## src/sv/record_sort_by_key_descending_defines.svh

```systemverilog
// Assertion macros for the descending record sort.
// Included by the top level; relies on nothing else.
`ifndef RECORD_SORT_BY_KEY_DESCENDING_DEFINES_SVH
`define RECORD_SORT_BY_KEY_DESCENDING_DEFINES_SVH

// Check that cons holds whenever ante holds, in the same cycle.
`define RSK_ASSERT_NOW(label, clk, rstn, ante, cons, msg) \
    label: assert property (@(posedge clk) disable iff (!(rstn)) (ante) |-> (cons)) \
        else $error(msg);

// Check that cons holds in the cycle after ante.
`define RSK_ASSERT_NEXT(label, clk, rstn, ante, cons, msg) \
    label: assert property (@(posedge clk) disable iff (!(rstn)) (ante) |=> (cons)) \
        else $error(msg);

`endif

```

## src/sv/rsk_pkg.sv

```systemverilog
// Types and codes shared by the record sort cells and the top level.
// No dependencies.
`timescale 1ns / 1ps
`default_nettype none

package rsk_pkg;

    typedef struct packed {
        logic [15:0] score_key;
        logic [6:0]  age_value;
        logic [7:0]  record_handle;
        logic        final_record;
    } in_word_t;

    typedef struct packed {
        logic [15:0] sorted_key;
        logic [6:0]  sorted_age;
        logic [7:0]  sorted_handle;
        logic        run_end;
        logic        overflow_flag;
    } out_word_t;

    typedef struct packed {
        logic [15:0] key;
        logic [6:0]  age;
        logic [7:0]  handle;
    } rec_t;

    localparam logic [1:0] OP_HOLD   = 2'd0;
    localparam logic [1:0] OP_INSERT = 2'd1;
    localparam logic [1:0] OP_SHIFT  = 2'd2;

    typedef struct packed {
        logic [1:0] op;
        rec_t       new_rec;
    } cell_ctl_t;

endpackage

`default_nettype wire

```

## src/sv/rsk_cell.sv

```systemverilog
// One cell of the sorting chain: holds one record, takes the arriving
// record or its left neighbor's on insert, its right neighbor's on shift.
// Depends on rsk_pkg.
`timescale 1ns / 1ps
`default_nettype none

module rsk_cell (
    input  wire logic             aclk,
    input  wire rsk_pkg::cell_ctl_t ctl,
    input  wire logic             occupied,
    input  wire rsk_pkg::rec_t    left_rec,
    input  wire logic             left_take,
    input  wire rsk_pkg::rec_t    right_rec,
    output rsk_pkg::rec_t         rec,
    output logic                  take
);
    import rsk_pkg::*;

    rec_t rec_reg;
    rec_t rec_next;

    // strict compare keeps equal keys in arrival order
    assign take = (ctl.op == OP_INSERT)
                  && (!occupied || (ctl.new_rec.key > rec_reg.key));
    assign rec  = rec_reg;

    always_comb begin
        rec_next = rec_reg;
        unique case (ctl.op)
            OP_INSERT: begin
                if (take) begin
                    rec_next = left_take ? left_rec : ctl.new_rec;
                end
            end
            OP_SHIFT: rec_next = right_rec;
            default:  rec_next = rec_reg;
        endcase
    end

    always_ff @(posedge aclk) begin
        rec_reg <= rec_next;
    end

endmodule

`default_nettype wire
```

## config.mk

```make
export PLATFORM = sky130hd
export DESIGN_NAME = rsk_cell
export DESIGN_NICKNAME = d
export VERILOG_FILES = /design/src/sv/record_sort_by_key_descending_defines.svh /design/src/sv/rsk_pkg.sv /design/src/sv/rsk_cell.sv
export SDC_FILE = /design/constraint.sdc
export NUM_CORES = 1
export LEC_CHECK = 0
export BUFFER_PORTS_ARGS = -buffer_cell sky130_fd_sc_hd__buf_4
export CAP_MARGIN = 20
export CORE_MARGIN = 2
export CORE_UTILIZATION = 42
export CTS_CLUSTER_SIZE = 14
export DETAILED_ROUTE_END_ITERATION = 8
export PLACE_DENSITY = 0.81
export SLEW_MARGIN = 40
export SYNTH_ARGS = -nofsm -noshare
export SYNTH_HDL_FRONTEND = slang
export SYNTH_SLANG_ARGS = --single-unit
```

## constraint.sdc

```tcl
create_clock -name aclk -period 3.05 [get_ports aclk]
set_input_delay 0.1525 -clock aclk [delete_from_list [all_inputs] [get_ports aclk]]
set_output_delay 0.1525 -clock aclk [all_outputs]
set_load 0.02 [all_outputs]
```

==> flow_summary_export.csv <==
group,metric,value,unit
sta,setup_ws,0.509,ns
clocking,holdBufCountCts,0,
clocking,cts_buffers,5,
cells_and_area,nets,441,
routing,first_iter_violations,61,
synthesis,ys_seq_area_share,46.5,%
sta,rsz0062_at_grt,"no",
cells_and_area,layout_common_cells,"buf_4 (132), nand2_1 (36), o21ai_0 (32)",
cells_and_area,layout_commonest_cell,"buf_4",
min_path,hold_depth,3,
synthesis,syn_area_per_cell,10.1,µm²
clocking,cts_sinks,31,
setup_path,cp_max_fo,12,
synthesis,mappedNetlistNets,313,
setup_path,worstSetupPathType,"flip-flop to flip-flop",
synthesis,ys_warn_count,0,
power_and_ir_drop,power.leakage,1.53,nW
sta,timing_hold_violations_final,0,
routing,wl_per_cell,13.8,µm
place,place_ws,0.531,ns
place,place_congestion,0.755,
setup_path,end_kind,"flip-flop",
clocking,clockBufferDepth,2,
global_route,antenna_found_initial,0,
setup_path,r2r_cells,8,
routing,drc,0,
floorplan,io_pins,130,
sta,fin_crit,2.54,ns
place,dp.final_hpwl,4.17,mm
routing,via_per_inst,4.99,
clocking,clkLatencyLatePin,0.28,ns
place,port_buffers,129,
synthesis,ys_ff_latch,31,
status,status,"finished clean",
sta,fin_skew,0.00875,ns
floorplan,start_util,42.9,%
sta,finalCritPeriodShare,83.3,%
synthesis,yosys.cell_types.count,24,
floorplan,rows,25,
floorplan,dieArea,5330,µm²
routing,via_count,1907,
power_and_ir_drop,design_power_total,1.29,mW
global_route,grt_pass1_wl,8.25,mm
clocking,cts_setup_buffers,0,
setup_path,startpoint_type,"flip-flop",
synthesis,syn_area,2000,µm²
setup_path,cp.required,3.03,ns
sta,slew_headroom,64.8,%
routing,final_antenna_net_count,0,
cells_and_area,fill_cells,389,
synthesis,synth-async-reset-ratio,0,%
synthesis,synth_ff_type,"edfxtp_1",
floorplan,die_h,73.0,µm
global_route,track_usage,20.0,%
clocking,cts_resized,0,
clocking,cts.clk_slew.worst_paths,0.07,ns
power_and_ir_drop,power_density,412,nW/µm²
power_and_ir_drop,ir_worst_vdd,0.277,mV
clocking,cts-root-buf,"clkbuf_8",
synthesis,synth_edf_count,31,
global_route,grt_start_max_net_pins,63,
routing,drtPass1Iterations,4,
sta,max_slew.worst_pin.slew,0.529,ns
sta,fin_setup_tns,0,ns
cells_and_area,drive_gt1_share,43.6,%
min_path,min_path_type,"input pin to flip-flop",
cells_and_area,synthToLayoutAreaGrowth,56.4,%
synthesis,syn_inst,199,
clocking,tritoncts,"done",
clocking,h-tree-depth,2,
sta,setup_viol,0,
routing,wirelength,5.27,mm
floorplan,core_area,4660,µm²
sta,slew_viol_final,0,
cells_and_area,diodes,0,
setup_path,arrival,2.52,ns
flow_run,max_cap_viol_count,0,
floorplan,die_x,73.0,µm
sta,clock.fmax,394,MHz
cells_and_area,largest_register_ffs,31,
global_route,grt_pass1_vias,1923,
global_route,overflow,0,
-- routing by layer --
| metal | vias up | global-route usage, % | share of wire (%) |
|---|---|---|---|
| met2 | 83 | 37.4 | 53 |
| met5 | - | 0 | 0 |
| met1 | 848 | 21.2 | 38 |
| met4 | 0 | 7.20 | 1.7 |
| li1 | 964 | - | - |
| met3 | 12 | 5.25 | 7.2 |
-- cells in the mapped netlist, types with 2 or more instances --
cell type | count | area, µm²
a21oi_1 | 7 | 35.0
buf_2 | 3 | 15.0
clkbuf_1 | 8 | 30.0
edfxtp_1 | 31 | 931
ha_1 | 16 | 200
inv_1 | 19 | 71.3
mux2i_1 | 31 | 310
nand2_1 | 36 | 135
nor3_1 | 2 | 10.0
o21ai_0 | 32 | 160
-- worst max-delay path, cell delays in order (launching register included) --
cell	delay, ns
edfxtp_1	0.35
inv_1	0.05
ha_1	0.32
nand4_2	0.17
nor4_2	0.34
o21ai_1	0.11
a31oi_1	0.23
or2_1	0.39
buf_4	0.29
-- where the power goes --
part	switching, mW	internal (mW)
combinational	0.176	0.184
sequential	0.0144	0.520
clock	0.157	0.239
-- cell families after synthesis --
logic type	synth area share, %
and+or+nand+nor	10.2
AOI/OAI and AO/OA	11.9
muxes	15.5
DFF	46.5
buffers and inverters	5.82
adders and majority gates	10.0
-- final cells by class --
cell class,count,area (µm²),share of cell area (%)
multi-input combinational,138,961,30.7
tap,54,67.6,2.16
inverter,19,71.3,2.28
clock inverter,3,38.8,1.24
clock buffer,5,68.8,2.20
sequential,31,931,29.7
timing repair buffer,132,991,31.7
-- worst paths after layout --
kind                            slack [ns]  endpoint          start
worst max-delay path                  0.51    rec[9]        rec[30]
worst min register to register        1.38   rec[18]        rec[15]
worst max register to register        0.51    rec[9]        rec[30]
worst min-delay path                  0.15   rec[28]  right_rec[28]
-- per-stage QoR --
stage	utilization (%)	area (µm²)	std cells	hold WS (ns)
detailed placement	64.8	3020	374	0.430
CTS	67.1	3130	382	0.132
global placement	64.8	3020	374	0.426
global route	67.1	3130	382	0.150
floorplan	-	2000	199	0.340
finish	67.1	3130	382	0.146
(Power assumes the default switching activity.)
